[src/sv/mc2d_pkg.sv]
// shared types and constants for the multichannel convolution engine
`timescale 1ns / 1ps
`default_nettype none
package mc2d_pkg;

    typedef enum logic [1:0] {
        OP_LOAD_X = 2'd0,
        OP_LOAD_W = 2'd1,
        OP_CONV   = 2'd2
    } t_op;

    typedef enum logic [1:0] {
        K_LOAD_X,
        K_LOAD_W,
        K_CONV,
        K_ERR
    } t_kind;

    typedef enum logic [2:0] {
        CFG_IN_ROWS  = 3'd0,
        CFG_IN_COLS  = 3'd1,
        CFG_IN_CH    = 3'd2,
        CFG_OUT_CH   = 3'd3,
        CFG_K_ROWS   = 3'd4,
        CFG_K_COLS   = 3'd5
    } t_cfg_idx;

    typedef enum logic [1:0] {
        ST_IDLE,
        ST_RUN,
        ST_DRAIN
    } t_state;

    localparam int CFG_IDX_W  = 3;
    localparam int CFG_DATA_W = 5;

    localparam logic [4:0] RST_IN_ROWS = 5'd12;
    localparam logic [4:0] RST_IN_COLS = 5'd12;
    localparam logic [3:0] RST_IN_CH   = 4'd6;
    localparam logic [4:0] RST_OUT_CH  = 5'd16;
    localparam logic [2:0] RST_K_ROWS  = 3'd5;
    localparam logic [2:0] RST_K_COLS  = 3'd5;

    localparam int Q_DEPTH = 4;
    localparam int Q_PTR_W = 2;

    localparam int RES_W = 40;

    // sizes in use, already clamped to the store bounds
    typedef struct packed {
        logic [4:0] n_rows;
        logic [4:0] n_cols;
        logic [3:0] n_ich;
        logic [4:0] n_och;
        logic [2:0] k_rows;
        logic [2:0] k_cols;
    } t_cfg;

    typedef struct packed {
        t_kind       kind;
        logic [3:0]  oc;
        logic [2:0]  ic;
        logic [3:0]  row;
        logic [3:0]  col;
        logic [15:0] value;
    } t_cmd;

    typedef struct packed {
        logic full;
        logic empty;
    } t_q_stat;

endpackage
`default_nettype wire

[src/sv/mc2d_fifo.sv]
// short command queue between front end and back end
`timescale 1ns / 1ps
`default_nettype none
module mc2d_fifo
    import mc2d_pkg::*;
(
    input  wire logic i_clk,
    input  wire logic i_rst_n,
    input  wire logic i_push,
    input  wire t_cmd i_cmd,
    input  wire logic i_pop,
    output t_cmd      o_head,
    output t_q_stat   o_stat
);

    localparam int CNT_W = Q_PTR_W + 1;

    t_cmd               r_mem [Q_DEPTH];
    logic [Q_PTR_W-1:0] r_wr;
    logic [Q_PTR_W-1:0] r_rd;
    logic [CNT_W-1:0]   r_cnt;

    always_ff @(posedge i_clk) begin
        if (!i_rst_n) begin
            r_wr  <= '0;
            r_rd  <= '0;
            r_cnt <= '0;
        end else begin
            if (i_push) begin
                r_wr <= r_wr + 1'b1;
            end
            if (i_pop) begin
                r_rd <= r_rd + 1'b1;
            end
            r_cnt <= r_cnt + CNT_W'(i_push) - CNT_W'(i_pop);
        end
    end

    always_ff @(posedge i_clk) begin
        if (i_push) begin
            r_mem[r_wr] <= i_cmd;
        end
    end

    assign o_head       = r_mem[r_rd];
    assign o_stat.full  = (r_cnt == CNT_W'(Q_DEPTH));
    assign o_stat.empty = (r_cnt == '0);

endmodule
`default_nettype wire

[config.mk]
export PLATFORM = sky130hd
export DESIGN_NAME = mc2d_fifo
export DESIGN_NICKNAME = d
export VERILOG_FILES = /design/src/sv/mc2d_pkg.sv /design/src/sv/mc2d_fifo.sv
export SDC_FILE = /design/constraint.sdc
export NUM_CORES = 1
export LEC_CHECK = 0
export BUFFER_PORTS_ARGS = -buffer_cell sky130_fd_sc_hd__buf_2
export CORE_AREA = 4 4 102 104
export DETAILED_ROUTE_END_ITERATION = 8
export DIE_AREA = 0 0 106 108
export PLACE_DENSITY_LB_ADDON = 0.12
export SLEW_MARGIN = 20
export SYNTH_ARGS = -nofsm -noshare
export SYNTH_HDL_FRONTEND = slang
export SYNTH_SLANG_ARGS = --single-unit
export TNS_END_PERCENT = 30
[constraint.sdc]
create_clock -name i_clk -period 1.95 [get_ports i_clk]
set_input_delay 0.0975 -clock i_clk [delete_from_list [all_inputs] [get_ports i_clk]]
set_output_delay 0.0975 -clock i_clk [all_outputs]
set_load 0.02 [all_outputs]
==> results by stage <==
Final layout:
- In the final layout, the share of cells above drive strength 1 is 0.403.
- The number of nets in the final layout is 384.
- At the end of the flow the core is filled with cells to 0.710.
- The finished layout holds 485 standard cells, fillers aside.
- The synthesis-to-layout area growth is 29.1%.
- The number of antenna diodes in the final layout is 0.

Route:
- The total number of vias is 2463.
- Summed over all layers, the routed wires come to 9040 um.
- For this run, design rule violations remaining after detail routing come to 0.
- The post-route antenna net violation count is 0.
- The first detailed-routing pass took 4 iterations.
- Dividing the detail-routed wire length by the instance count gives 18.6 um.
- The number of DRC violations after detailed-routing iteration 0 is 98.
- Using the TritonRoute via totals, the vias-per-cell ratio works out to 5.08.

Timing:
- Setup repair after global routing could not meet its margin everywhere.
- The count of final hold-check violations was 0.
- The max-slew violation count is 0.
- The worst hold margin is 0.345 ns.
- For this run, the top clock speed supported by timing is 0.519 GHz.
- The pin slew with the least headroom to its limit is 0.869 ns.
- The final critical-path setup slack is 0.0242 ns.
- The smallest clock period supported by the final layout is computed as 1.93 ns.
- The worst-case headroom to the max-slew limit is 0.420.
- The final period utilization is 0.988.
- The total of endpoints with negative setup slack in the final report is 0.
- Between clock sinks in the finished design, the worst skew comes to 0.0149 ns.

Synthesis:
- Counting flops and latches in the post-synthesis netlist gives 141.
- Among all flip-flop cells after synthesis, the most frequent one is sky130_fd_sc_hd__edfxtp_1.
- For this run, the register share of the synthesized area comes to 0.789.
- Yosys mapped the design onto 21 distinct sky130hd cell types.
- The number of cells produced by synthesis is 216.
- The async set or reset register ratio after synthesis is 0.
- By count the netlist is led by 132 x sky130_fd_sc_hd__edfxtp_1, 30 x sky130_fd_sc_hd__mux4_2, 9 x sky130_fd_sc_hd__dfxtp_1.
- For this run, the number of Yosys warnings is 0.
- sky130_fd_sc_hd__edfxtp_1 is the most common cell in the netlist.
- Yosys mapped a number of flops with a built-in enable equal to 132.
- Each instance of the synthesized netlist takes up on average 24.3 um^2.
- Of the post-synthesis cell area, the dominant cell type holds 0.755.
- When the netlist entered floorplanning its net count stood at 260.
- After synthesis, the cell types taking the most area are sky130_fd_sc_hd__edfxtp_1 75%, sky130_fd_sc_hd__mux4_2 13%, sky130_fd_sc_hd__dfxtp_1 3.4%, sky130_fd_sc_hd__mux4_1 1.5%, sky130_fd_sc_hd__ha_1 1.4%.
- The synthesized design spends more area on one cell type than any other, namely sky130_fd_sc_hd__edfxtp_1.
- After synthesis the cells add up to 5250 um^2.

Die:
- The I/O pin count is 72.
- The die area is 11400 um^2.
- The initial core utilization is 0.550.
- The standard cell core area is 9550 um^2.
- The floorplan has 36 rows.
- The die is 108 um tall.
- The overall die width is 106 um.

Global routing:
- The first global-routing pass estimated 14600 um of wire.
- The global-route total usage across every layer is 0.175.
- The global route total overflow is 0.
- The initial antenna violation count is 0.
- The largest net degree at the start of global routing is 34.
- The via count of the first global-routing pass is 2710.

Critical path:
- The slowest stage of the critical path belongs to the cell sky130_fd_sc_hd__mux4_2.
- The data arrival time of the critical path is 1.83 ns.
- The endpoint required time on the critical path is 1.85 ns.
- The maximum fanout encountered on the critical timing path is 17.
- The critical path startpoint category is a flip-flop.
- The critical register-to-register path startpoint is r_cnt[0].
- The peak per-stage delay on the critical path is 0.53 ns.
- The worst setup path is captured at an output pin.
- The critical path class is reg2out.
- Traced cell by cell, the critical path runs through buf_12 -> mux4_2 -> buf_2.
- The worst-case register-to-register setup slack is 0.18 ns.

Power:
- The ratio of total power to cell area is 1120 nW/um^2.
- The clock group share of total power is 0.420.
- Of the total power, the share spent switching nets is 0.215.
- The leakage power is 2.39 nW.
- Cell internal power was estimated by the tool at 0.00594 W.
- The switching power is 0.00163 W.
- The worst supply voltage drop on vdd is 770 uV.
- The total chip power is 0.00757 W.
- The power share of the combinational group is 0.114.
- Of the total power, registers draw 0.467.

Placed design:
- The instance count after placement with tap cells included is 417.
- Detailed placement ended at an HPWL of 5030 um.
- The count of buffers added on input and output ports is 71.
- The worst-case setup slack after placement is 0.184 ns.
- At the end of routability-driven placement, the weighted congestion stood at 0.692.

CTS:
- The number of buffers created by CTS is 17.
- The cell at the root of the clock tree is sky130_fd_sc_hd__clkbuf_8.
- Clock latency on the worst-skew pair, taken at its later pin, is 0.51 ns.
- The number of buffers between clock root and the deepest sink is 2.
- The clock input transition at the sequential cells of the worst setup and hold paths is 0.06 ns.
- The number of buffers inserted to repair setup after CTS is 0.
- The number of H-tree levels is 4.
- The number of clock sinks is 141.
- TritonCTS built the clock tree.

Worst hold path:
- The worst hold path belongs to the class in2reg.
- The origin of the worst min-delay path is i_cmd[6].

Run status:
- The run finished with clean final reports.

Flow run:
- Across the run, the number of max-cap violations was 0.
registers in the layout (all words and copies together), names as in the netlist, named ones only:
signal,count
r_mem,132
r_rd,2
r_cnt,3
r_wr,2
final cells by class:
cell class / instances / area, um^2
sequential: 141 / 4150
clock inverter: 13 / 173
tap: 133 / 166
timing repair buffer: 113 / 856
fill: 608 / 2770
inverter: 7 / 26.3
multi-input combinational: 60 / 992
clock buffer: 18 / 418
logic make-up (layout without fill, tap and decap cells):
family                     after synthesis  in the layout  synth area share
adders and majority gates                7              7            0.0181
xor gates and xnor gates                 3              3           0.00786
AOI/OAI and AO/OA                        2              2           0.00286
buffers and inverters                   15            151            0.0222
DFF                                    141            141             0.789
and+or+nand+nor                         14             14            0.0143
muxes                                   34             34             0.146
critical path, delay by kind of cell (launching register included):
kind	cells	cell delay (ns)
DFF	1	0.41
buffers and inverters	2	0.38
muxes	1	0.53
metrics by stage:
step,area [um^2],setup TNS (ns)
floorplan,5250,0
detailed placement,5790,0
global route,6780,-0.409
finish,6780,0
CTS,6770,-0.0366
global placement,5790,0
layout by cell type, fill, tap and decap left out, types with 2 or more instances in the layout:
master,count
sky130_fd_sc_hd__clkinvlp_4,3
sky130_fd_sc_hd__mux4_2,31
sky130_fd_sc_hd__dlygate4sd3_1,36
sky130_fd_sc_hd__dfxtp_1,7
sky130_fd_sc_hd__xnor2_1,2
sky130_fd_sc_hd__buf_2,69
sky130_fd_sc_hd__nor2_1,5
sky130_fd_sc_hd__buf_12,5
sky130_fd_sc_hd__and2_2,4
sky130_fd_sc_hd__inv_1,7
sky130_fd_sc_hd__clkinv_1,3
sky130_fd_sc_hd__buf_6,2
sky130_fd_sc_hd__clkbuf_16,16
sky130_fd_sc_hd__edfxtp_1,132
sky130_fd_sc_hd__ha_1,6
sky130_fd_sc_hd__bufinv_16,4
sky130_fd_sc_hd__clkinv_2,2
sky130_fd_sc_hd__mux4_1,2
sky130_fd_sc_hd__and2_1,2
what timing repair did:
item | 4_1_cts | 5_1_grt
hold buffers | 36 | 0
hold endpoints to repair | 141 | 0
setup endpoints to repair | 2 | 19
gates resized for setup | 2 | 5
cloned | 1 | 0
per-layer routing:
layer	wire [um]	GRT usage
met1	3710	0.226
met4	51	0.0472
met2	4840	0.290
met3	432	0.0579
met5	0	0
final timing paths:
kind                                     to  cells past startpoint
worst max-delay path              o_head[1]                      3
worst min-delay path            r_mem[1][6]                      2
worst max register to register     r_cnt[2]                      7
worst min register to register    flip-flop                      2
power groups by stage:
stage          sequential (W)  clock (W)  combinational (W)
2_1_floorplan         0.00358          0           0.000547
3_3_place_gp          0.00359          0           0.000786
3_5_place_dp          0.00359          0           0.000797
4_1_cts               0.00354    0.00323           0.000869
5_1_grt               0.00355    0.00340           0.000932
6_report              0.00353    0.00318           0.000861
No activity file was read; power rests on OpenSTA's default activity.
