--- config.mk ---
export PLATFORM = sky130hd
export DESIGN_NAME = mc2d_front
export DESIGN_NICKNAME = d
export VERILOG_FILES = /design/src/sv/mc2d_pkg.sv /design/src/sv/mc2d_front.sv
export SDC_FILE = /design/constraint.sdc
export NUM_CORES = 1
export LEC_CHECK = 0
export BUFFER_PORTS_ARGS = -buffer_cell sky130_fd_sc_hd__buf_2
export CAP_MARGIN = 30
export CORE_ASPECT_RATIO = 0.6
export CORE_UTILIZATION = 25
export CTS_BUF_LIST = sky130_fd_sc_hd__clkbuf_4 sky130_fd_sc_hd__clkbuf_8 sky130_fd_sc_hd__clkbuf_16
export CTS_CLUSTER_SIZE = 14
export DETAILED_ROUTE_END_ITERATION = 6
export GPL_TIMING_DRIVEN = 1
export PLACE_DENSITY = 0.54
export SLEW_MARGIN = 20
export SYNTH_ARGS = -nofsm -noshare
export SYNTH_HDL_FRONTEND = slang
export SYNTH_SLANG_ARGS = --single-unit
--- constraint.sdc ---
create_clock -name i_clk -period 5.2 [get_ports i_clk]
set_input_delay 1.04 -clock i_clk [delete_from_list [all_inputs] [get_ports i_clk]]
set_output_delay 1.04 -clock i_clk [all_outputs]
set_load 0.03 [all_outputs]
--- src/sv/mc2d_pkg.sv ---
// shared types and constants for the multichannel convolution engine
`timescale 1ns / 1ps
`default_nettype none
package mc2d_pkg;

    typedef enum logic [1:0] {
        OP_LOAD_X = 2'd0,
        OP_LOAD_W = 2'd1,
        OP_CONV   = 2'd2
    } t_op;

    typedef enum logic [1:0] {
        K_LOAD_X,
        K_LOAD_W,
        K_CONV,
        K_ERR
    } t_kind;

    typedef enum logic [2:0] {
        CFG_IN_ROWS  = 3'd0,
        CFG_IN_COLS  = 3'd1,
        CFG_IN_CH    = 3'd2,
        CFG_OUT_CH   = 3'd3,
        CFG_K_ROWS   = 3'd4,
        CFG_K_COLS   = 3'd5
    } t_cfg_idx;

    typedef enum logic [1:0] {
        ST_IDLE,
        ST_RUN,
        ST_DRAIN
    } t_state;

    localparam int CFG_IDX_W  = 3;
    localparam int CFG_DATA_W = 5;

    localparam logic [4:0] RST_IN_ROWS = 5'd12;
    localparam logic [4:0] RST_IN_COLS = 5'd12;
    localparam logic [3:0] RST_IN_CH   = 4'd6;
    localparam logic [4:0] RST_OUT_CH  = 5'd16;
    localparam logic [2:0] RST_K_ROWS  = 3'd5;
    localparam logic [2:0] RST_K_COLS  = 3'd5;

    localparam int Q_DEPTH = 4;
    localparam int Q_PTR_W = 2;

    localparam int RES_W = 40;

    // sizes in use, already clamped to the store bounds
    typedef struct packed {
        logic [4:0] n_rows;
        logic [4:0] n_cols;
        logic [3:0] n_ich;
        logic [4:0] n_och;
        logic [2:0] k_rows;
        logic [2:0] k_cols;
    } t_cfg;

    typedef struct packed {
        t_kind       kind;
        logic [3:0]  oc;
        logic [2:0]  ic;
        logic [3:0]  row;
        logic [3:0]  col;
        logic [15:0] value;
    } t_cmd;

    typedef struct packed {
        logic full;
        logic empty;
    } t_q_stat;

endpackage
`default_nettype wire

--- src/sv/mc2d_front.sv ---
// front end: configuration registers, bounds checks and command classification
`timescale 1ns / 1ps
`default_nettype none
module mc2d_front
    import mc2d_pkg::*;
#(
    parameter int MAX_ROWS   = 16,
    parameter int MAX_COLS   = 16,
    parameter int MAX_IN_CH  = 8,
    parameter int MAX_OUT_CH = 16,
    parameter int MAX_KERNEL = 7
) (
    input  wire logic                  i_clk,
    input  wire logic                  i_rst_n,
    input  wire logic                  i_cfg_valid,
    input  wire logic [CFG_IDX_W-1:0]  i_cfg_index,
    input  wire logic [CFG_DATA_W-1:0] i_cfg_data,
    output logic                       o_cfg_ready,
    input  wire logic                  i_start,
    input  wire logic [1:0]            i_operation,
    input  wire logic [3:0]            i_out_channel,
    input  wire logic [2:0]            i_in_channel,
    input  wire logic [3:0]            i_row,
    input  wire logic [3:0]            i_col,
    input  wire logic signed [15:0]    i_value,
    input  wire t_q_stat               i_q_stat,
    output logic                       o_busy,
    output logic                       o_push,
    output t_cmd                       o_cmd,
    output t_cfg                       o_cfg
);

    logic [4:0] r_in_rows;
    logic [4:0] r_in_cols;
    logic [3:0] r_in_ch;
    logic [4:0] r_out_ch;
    logic [2:0] r_k_rows;
    logic [2:0] r_k_cols;

    t_cfg       cfg;
    logic       keep;
    t_kind      kind;
    logic [5:0] row_end;
    logic [5:0] col_end;

    assign o_cfg_ready = 1'b1;

    always_ff @(posedge i_clk) begin
        if (!i_rst_n) begin
            r_in_rows <= RST_IN_ROWS;
            r_in_cols <= RST_IN_COLS;
            r_in_ch   <= RST_IN_CH;
            r_out_ch  <= RST_OUT_CH;
            r_k_rows  <= RST_K_ROWS;
            r_k_cols  <= RST_K_COLS;
        end else if (i_cfg_valid) begin
            unique case (i_cfg_index)
                CFG_IN_ROWS: r_in_rows <= i_cfg_data;
                CFG_IN_COLS: r_in_cols <= i_cfg_data;
                CFG_IN_CH:   r_in_ch   <= i_cfg_data[3:0];
                CFG_OUT_CH:  r_out_ch  <= i_cfg_data;
                CFG_K_ROWS:  r_k_rows  <= i_cfg_data[2:0];
                CFG_K_COLS:  r_k_cols  <= i_cfg_data[2:0];
                default: ;
            endcase
        end
    end

    // a size above its store bound acts as the bound
    always_comb begin
        cfg.n_rows = (32'(r_in_rows) > MAX_ROWS)   ? 5'(MAX_ROWS)   : r_in_rows;
        cfg.n_cols = (32'(r_in_cols) > MAX_COLS)   ? 5'(MAX_COLS)   : r_in_cols;
        cfg.n_ich  = (32'(r_in_ch)   > MAX_IN_CH)  ? 4'(MAX_IN_CH)  : r_in_ch;
        cfg.n_och  = (32'(r_out_ch)  > MAX_OUT_CH) ? 5'(MAX_OUT_CH) : r_out_ch;
        cfg.k_rows = (32'(r_k_rows)  > MAX_KERNEL) ? 3'(MAX_KERNEL) : r_k_rows;
        cfg.k_cols = (32'(r_k_cols)  > MAX_KERNEL) ? 3'(MAX_KERNEL) : r_k_cols;
    end

    assign o_cfg = cfg;

    // window fits when row + kernel_rows stays within the map
    assign row_end = 6'(i_row) + 6'(cfg.k_rows);
    assign col_end = 6'(i_col) + 6'(cfg.k_cols);

    always_comb begin
        keep = 1'b0;
        kind = K_ERR;
        unique case (i_operation)
            OP_LOAD_X: begin
                kind = K_LOAD_X;
                keep = ({1'b0, i_in_channel} < cfg.n_ich) &&
                       ({1'b0, i_row} < cfg.n_rows) &&
                       ({1'b0, i_col} < cfg.n_cols);
            end
            OP_LOAD_W: begin
                kind = K_LOAD_W;
                keep = ({1'b0, i_out_channel} < cfg.n_och) &&
                       ({1'b0, i_in_channel} < cfg.n_ich) &&
                       (i_row < {1'b0, cfg.k_rows}) &&
                       (i_col < {1'b0, cfg.k_cols});
            end
            OP_CONV: begin
                keep = 1'b1;
                if (({1'b0, i_out_channel} < cfg.n_och) &&
                    (cfg.k_rows != 3'd0) && (cfg.k_cols != 3'd0) &&
                    (row_end <= 6'(cfg.n_rows)) && (col_end <= 6'(cfg.n_cols))) begin
                    kind = K_CONV;
                end else begin
                    kind = K_ERR;
                end
            end
            default: begin
                keep = 1'b0;
                kind = K_ERR;
            end
        endcase
    end

    assign o_busy = i_q_stat.full;
    assign o_push = i_start && !i_q_stat.full && keep;

    always_comb begin
        o_cmd.kind  = kind;
        o_cmd.oc    = i_out_channel;
        o_cmd.ic    = i_in_channel;
        o_cmd.row   = i_row;
        o_cmd.col   = i_col;
        o_cmd.value = i_value;
    end

endmodule
`default_nettype wire

==> results of run 1 <==
==> sequential cells by signal (all words and copies together) (netlist names) <==
register	cells
r_in_ch	4
r_in_cols	5
r_in_rows	5
r_k_cols	3
r_k_rows	3
r_out_ch	5
==> power groups by stage <==
stage | Clock, uW | Sequential, uW | Combinational (uW)
6_report | 176 | 200 | 148
4_1_cts | 182 | 200 | 149
3_5_place_dp | 0 | 204 | 148
2_1_floorplan | 0 | 205 | 127
3_3_place_gp | 0 | 204 | 144
5_1_grt | 191 | 200 | 165
==> metal layers <==
layer	track usage	up-vias	wire length, um
met5	0	-	0
met3	0.02317	2	286
li1	-	929	-
met4	0.01339	0	13
met1	0.1650	815	2827
met2	0.1903	45	2307
==> area by class of cell <==
cell class | count | area share
sequential | 25 | 0.1948
inverter | 26 | 0.03799
clock inverter | 1 | 0.002923
timing repair buffer | 75 | 0.1471
tap | 112 | 0.05455
multi-input combinational | 171 | 0.5334
clock buffer | 3 | 0.02923
==> stage by stage <==
stage               power [uW]  std cells  instance area, sq um    util
floorplan                331.5        264                  2251       -
global placement         348.6        408                  2481  0.2878
detailed placement       352.5        408                  2481  0.2878
CTS                      530.8        412                  2564  0.2974
global route             556.0        413                  2569  0.2980
finish                   523.5        413                  2569  0.2980
==> critical path: cells and delay by family <==
| family | cells | cell delay [ps] |
|---|---|---|
| adders and majority gates | 3 | 840 |
| AOI/OAI and AO/OA | 4 | 800 |
| and+or+nand+nor | 2 | 550 |
| buffers and inverters | 2 | 290 |
==> cells by family after synthesis <==
| logic type | share of synthesized area |
|---|---|
| simple gates | 0.1946 |
| buf+inv | 0.1690 |
| fa+ha+maj | 0.2012 |
| compound gates | 0.09727 |
| flops | 0.2223 |
| mux | 0.09839 |
| xor+xnor | 0.01557 |
| other cells | 0.001666 |
==> layout by cell type (no fill, tap or decap), types with 2 or more instances in the layout <==
master / count
nor4bb_1: 2
o211ai_1: 4
clkbuf_16: 3
nand4b_1: 2
inv_1: 25
ha_1: 33
o21a_1: 2
dfxtp_1: 25
nor2_1: 13
nor3_1: 3
nor4b_1: 2
nor2b_1: 20
nand2b_1: 5
xnor2_1: 3
a21oi_1: 9
nand2_1: 19
o21ai_0: 7
buf_2: 73
a211oi_1: 2
mux2i_1: 21
o21bai_1: 2
nor4_1: 2
fa_1: 2
nand4_1: 2
==> path summary, 6_finish.rpt <==
check / to / cells past startpoint / startpoint
worst max-delay path: o_cmd[31] / 11 / i_row[0]
worst min-delay path: r_in_ch[2]$_SDFFE_PN1P_ / 2 / r_in_ch[2]$_SDFFE_PN1P_
worst max register to register: r_in_rows[4]$_SDFFE_PN0P_ / 4 / r_in_rows[4]$_SDFFE_PN0P_
worst min register to register: r_in_ch[2]$_SDFFE_PN1P_ / 2 / r_in_ch[2]$_SDFFE_PN1P_
==> results.toml, run 1 <==
[clocking]
cts_buffers = 3
cts_tree = "built"
clockRootBuffer = "clkbuf_16"
insertion_delay_ps = 270
postCtsHoldBufs = 0
cts_max_path_buffers = 2
postCtsSetupBuffers = 0
clk_pin_slew_worst_paths_ps = 70
cts_num_sinks = 25
htree_levels = 1
cts_resized = 0

[drt]
vias_per_cell = 4.337
drc_errors = 0
wl_per_cell_um = 13.16
wirelength_um = 5435
vias = 1791
firstDrtPassIters = 4
final_antenna_net_count = 0
drt_iter0_markers = 45

[finish]
area_growth_syn_to_layout_pct = 14.12
regArea_sq_um = 500.5
multi_input_area_sq_um = 1370
antenna_cells = 0
layout-drive-gt1-share = 0.2824
nNetsFinal = 384
nFillCells = 903

[floorplanning]
die-area_sq_um = 9400
initial_core_util = 0.2611
rows = 26
core_area_sq_um = 8621
die_x_um = 124.5
fp.dieH_um = 75.50
ioPinCount = 108

[synthesis]
synth_fp_nets = 346
synth_edf_count = 0
synth_top_area_frac = 0.2223
syn_avg_cell_area_sq_um = 8.526
yosys-top-cells-area = "dfxtp_1 (22%), ha_1 (18%), buf_4 (11%), mux2i_1 (9.3%), nor2b_1 (5.6%)"
synthArstFlopShare = 0
yosysSeqAreaShare = 0.2223
synth-seq-cells = 25
syn_inst = 264
synth_top_flop_cell = "dfxtp_1"
ys_types = 42
synth.largest_area_cell = "dfxtp_1"
synth_common_cells = "buf_4 (33), ha_1 (33), dfxtp_1 (25), inv_1 (25), mux2i_1 (21)"
syn_area_sq_um = 2251
ys_warn_count = 0

[timing]
min_period_ps = 4575
relSlewSlack = 0.5138
setup_slack_ps = 625.0
slew_violations = 0
setup_viol = 0
skew_ps = 0
hold_viol = 0
rsz0062_at_grt = "no"
fmax_mhz = 218.6
whs_ps = 479.5
tns_ps = 0
timing.final.crit_share = 0.8798
tightest_slew_ps = 719.5

[critical_path]
arrival_ps = 3530
path_max_fanout = 3
worstSetupPathType = "primary input to output pin"
start_kind = "primary input"
regToRegSetupSlack_ps = 4280
end_kind = "output pin"
required_ps = 4160
cp_slowest_cell = "fa_1"
slowest_delay_ps = 410
crit_chain = "buf_2 > ha_1 > fa_1 > nor2b_1 > o21a_1 > ha_1 > a211oi_1 > a21oi_1 > or4_1 > o32a_1 > buf_2"

[place]
pre_cts_ws_ps = 637.5
io_buffer_count = 73
place_congestion = 0.7752
dp.final_hpwl_um = 4541

[global_routing]
grt_overflow_total = 0
first_global_vias = 1775
grt_pass1_wl_um = 8687
grtUsageTotal = 0.1167
grt_max_degree = 26
antenna_found_initial = 0

[pwr]
peakVddDrop_mv = 0.1291
comb_power_share = 0.282
switching_share = 0.3178
p_leak_uw = 0.001272
p_int_uw = 357.2
p_seq_frac = 0.381
p_clk_frac = 0.336
power_density_nw_per_um2 = 203.8
p_sw_uw = 166.4

[min_path]
hp-class = "register to register"

[outcome]
status = "complete, no violations"

[job]
cap_violations = 0
Power figures use the tool's default switching activity.
==> inputs of run 2 (changes only) <==
--- a/config.mk
+++ b/config.mk
@@ -9,10 +9,9 @@
 export CAP_MARGIN = 30
 export CORE_ASPECT_RATIO = 0.6
 export CORE_UTILIZATION = 25
-export CTS_BUF_LIST = sky130_fd_sc_hd__clkbuf_4 sky130_fd_sc_hd__clkbuf_8 sky130_fd_sc_hd__clkbuf_16
 export CTS_CLUSTER_SIZE = 14
 export DETAILED_ROUTE_END_ITERATION = 6
-export GPL_TIMING_DRIVEN = 1
+export GPL_TIMING_DRIVEN = 0
 export PLACE_DENSITY = 0.54
 export SLEW_MARGIN = 20
 export SYNTH_ARGS = -nofsm -noshare
==> run 2 against run 1 <==
Effect of this change:
- clock skew did not move
- first-iteration DRC count fell by 27%
- clock power barely moved
- cell count rose by 14%
- non-clock buffer count rose by 56
- sequential power barely moved
- sequential share of layout area fell by 2.3 points
- power rose by 7.0%
- utilization rose by 4.1 points
- routed wire length rose by 7.4%
- register-to-register slack improved by 30 ps
- fmax rose by 0.20%
==> results.toml, run 2 (synthesis gave the netlist of run 1 again) <==
[clocking]
clockRootBuffer = "clkbuf_16"
postCtsSetupBuffers = 0
cts_buffers = 3
cts_resized = 0
cts_tree = "built"
htree_levels = 1
cts_num_sinks = 25
insertion_delay_ps = 260
postCtsHoldBufs = 0
clk_pin_slew_worst_paths_ps = 60
cts_max_path_buffers = 2

[timing]
setup_viol = 0
tns_ps = 0
fmax_mhz = 219.0
tightest_slew_ps = 509.2
relSlewSlack = 0.6605
slew_violations = 0
rsz0062_at_grt = "no"
min_period_ps = 4566
hold_viol = 0
skew_ps = 0
timing.final.crit_share = 0.8780

[pwr]
peakVddDrop_mv = 0.1363
p_seq_frac = 0.357
power_density_nw_per_um2 = 191.9
p_total_uw = 560.3
comb_power_share = 0.331
p_sw_uw = 183.3
p_leak_uw = 0.001497
switching_share = 0.3272
p_int_uw = 376.9
p_clk_frac = 0.312

[floorplanning]
core_area_sq_um = 8621
rows = 26
ioPinCount = 108
die_x_um = 124.5
die-area_sq_um = 9400
fp.dieH_um = 75.50
initial_core_util = 0.2611

[finish]
layout.cells.most_common = "buf_2"
layout-drive-gt1-share = 0.3725
nFillCells = 917
area_growth_syn_to_layout_pct = 29.68
post-route-util = 0.3386
nNetsFinal = 440
layoutNonFillerInstCount = 469
layout_common_cells = "buf_2 (90), ha_1 (33), buf_4 (33)"
antenna_cells = 0
top_regs = "r_in_cols x5, r_in_rows x5, r_out_ch x5"

[global_routing]
grtUsageTotal = 0.1232
grt_pass1_wl_um = 9163
first_global_vias = 1875
antenna_found_initial = 0
grt_max_degree = 16
grt_overflow_total = 0

[critical_path]
path_max_fanout = 3
rr_worst_depth = 4
regToRegSetupSlack_ps = 4310
arrival_ps = 3530
end_kind = "output pin"
required_ps = 4160
worstSetupPathType = "primary input to output pin"
r2r_start = "r_in_rows[4]$_SDFFE_PN0P_"
r2r_end = "r_in_rows[4]$_SDFFE_PN0P_"
start_kind = "primary input"

[drt]
wirelength_um = 5835
drc_errors = 0
vias = 1991
vias_per_cell = 4.245
drt_iter0_markers = 33
final_antenna_net_count = 0
firstDrtPassIters = 4
wl_per_cell_um = 12.44

[job]
cap_violations = 0

[place]
io_buffer_count = 89
place_congestion = 0.7704
place_inst = 465
dp.final_hpwl_um = 4955

[min_path]
holdPathEnd = "r_in_rows[2]$_SDFFE_PN1P_"
hp-start = "r_in_rows[2]$_SDFFE_PN1P_"
min_path_cells = 2
hp-class = "register to register"

[outcome]
status = "complete, no violations"
## run 2: cell count changes in the layout (fill, tap and decap cells not counted), sizes merged
cell / previous run / this run
buf: 74 / 123
clkbuf: 4 / 11
## run 2: per-layer routing
layer	vias to the layer above	GRT usage	part of all wire
li1	1040	-	-
met1	895	0.1686	0.50
met2	54	0.2050	0.44
met3	2	0.02879	0.055
met4	0	0.01473	0.0022
met5	-	0	0
## run 2: cell type report
cell class | instances | area, sq um | share of cell area
Buffer | 42 | 282.8 | 0.09687
Clock buffer | 3 | 75.07 | 0.02572
Clock inverter | 1 | 7.507 | 0.002572
Inverter | 26 | 97.59 | 0.03343
Multi-Input combinational cell | 171 | 1370 | 0.4694
Sequential cell | 25 | 500.5 | 0.1715
Tap cell | 112 | 140.1 | 0.04801
Timing Repair Buffer | 89 | 445.4 | 0.1526
## run 2: power by group through the flow
stage / clock network [uW] / registers [uW] / logic (uW)
6_report: 175 / 200 / 186
4_1_cts: 181 / 200 / 188
3_5_place_dp: 0 / 204 / 187
5_1_grt: 189 / 200 / 206
2_1_floorplan: 0 / 205 / 127
3_3_place_gp: 0 / 204 / 183
## run 2: critical path, cell delays in order
cell,delay [ps]
buf_2,120
ha_1,220
fa_1,420
nor2b_1,160
o21a_1,180
ha_1,290
mux2i_1,180
a21oi_1,60
or4_1,400
o32a_1,290
buf_2,180
## run 2: worst max path at each step
stage	start	endpoint	depth (start not counted)
after floorplan	i_row[0]	o_cmd[31]	9
after global placement	i_row[0]	o_cmd[31]	11
after detailed placement	i_row[0]	o_cmd[31]	11
after CTS	i_row[0]	o_cmd[31]	11
after global routing	i_row[0]	o_cmd[31]	11
final	i_row[0]	o_cmd[31]	11
## run 2: through the flow
step / hold WS (ps) / setup WS, ps / cell area [sq um]
floorplan: 441.4 / 952.1 / 2251
global placement: 458.4 / 664.6 / 2836
detailed placement: 459.8 / 628.5 / 2836
CTS: 476.9 / 631.7 / 2919
global route: 495.5 / 511.6 / 2919
finish: 480.9 / 634.3 / 2919
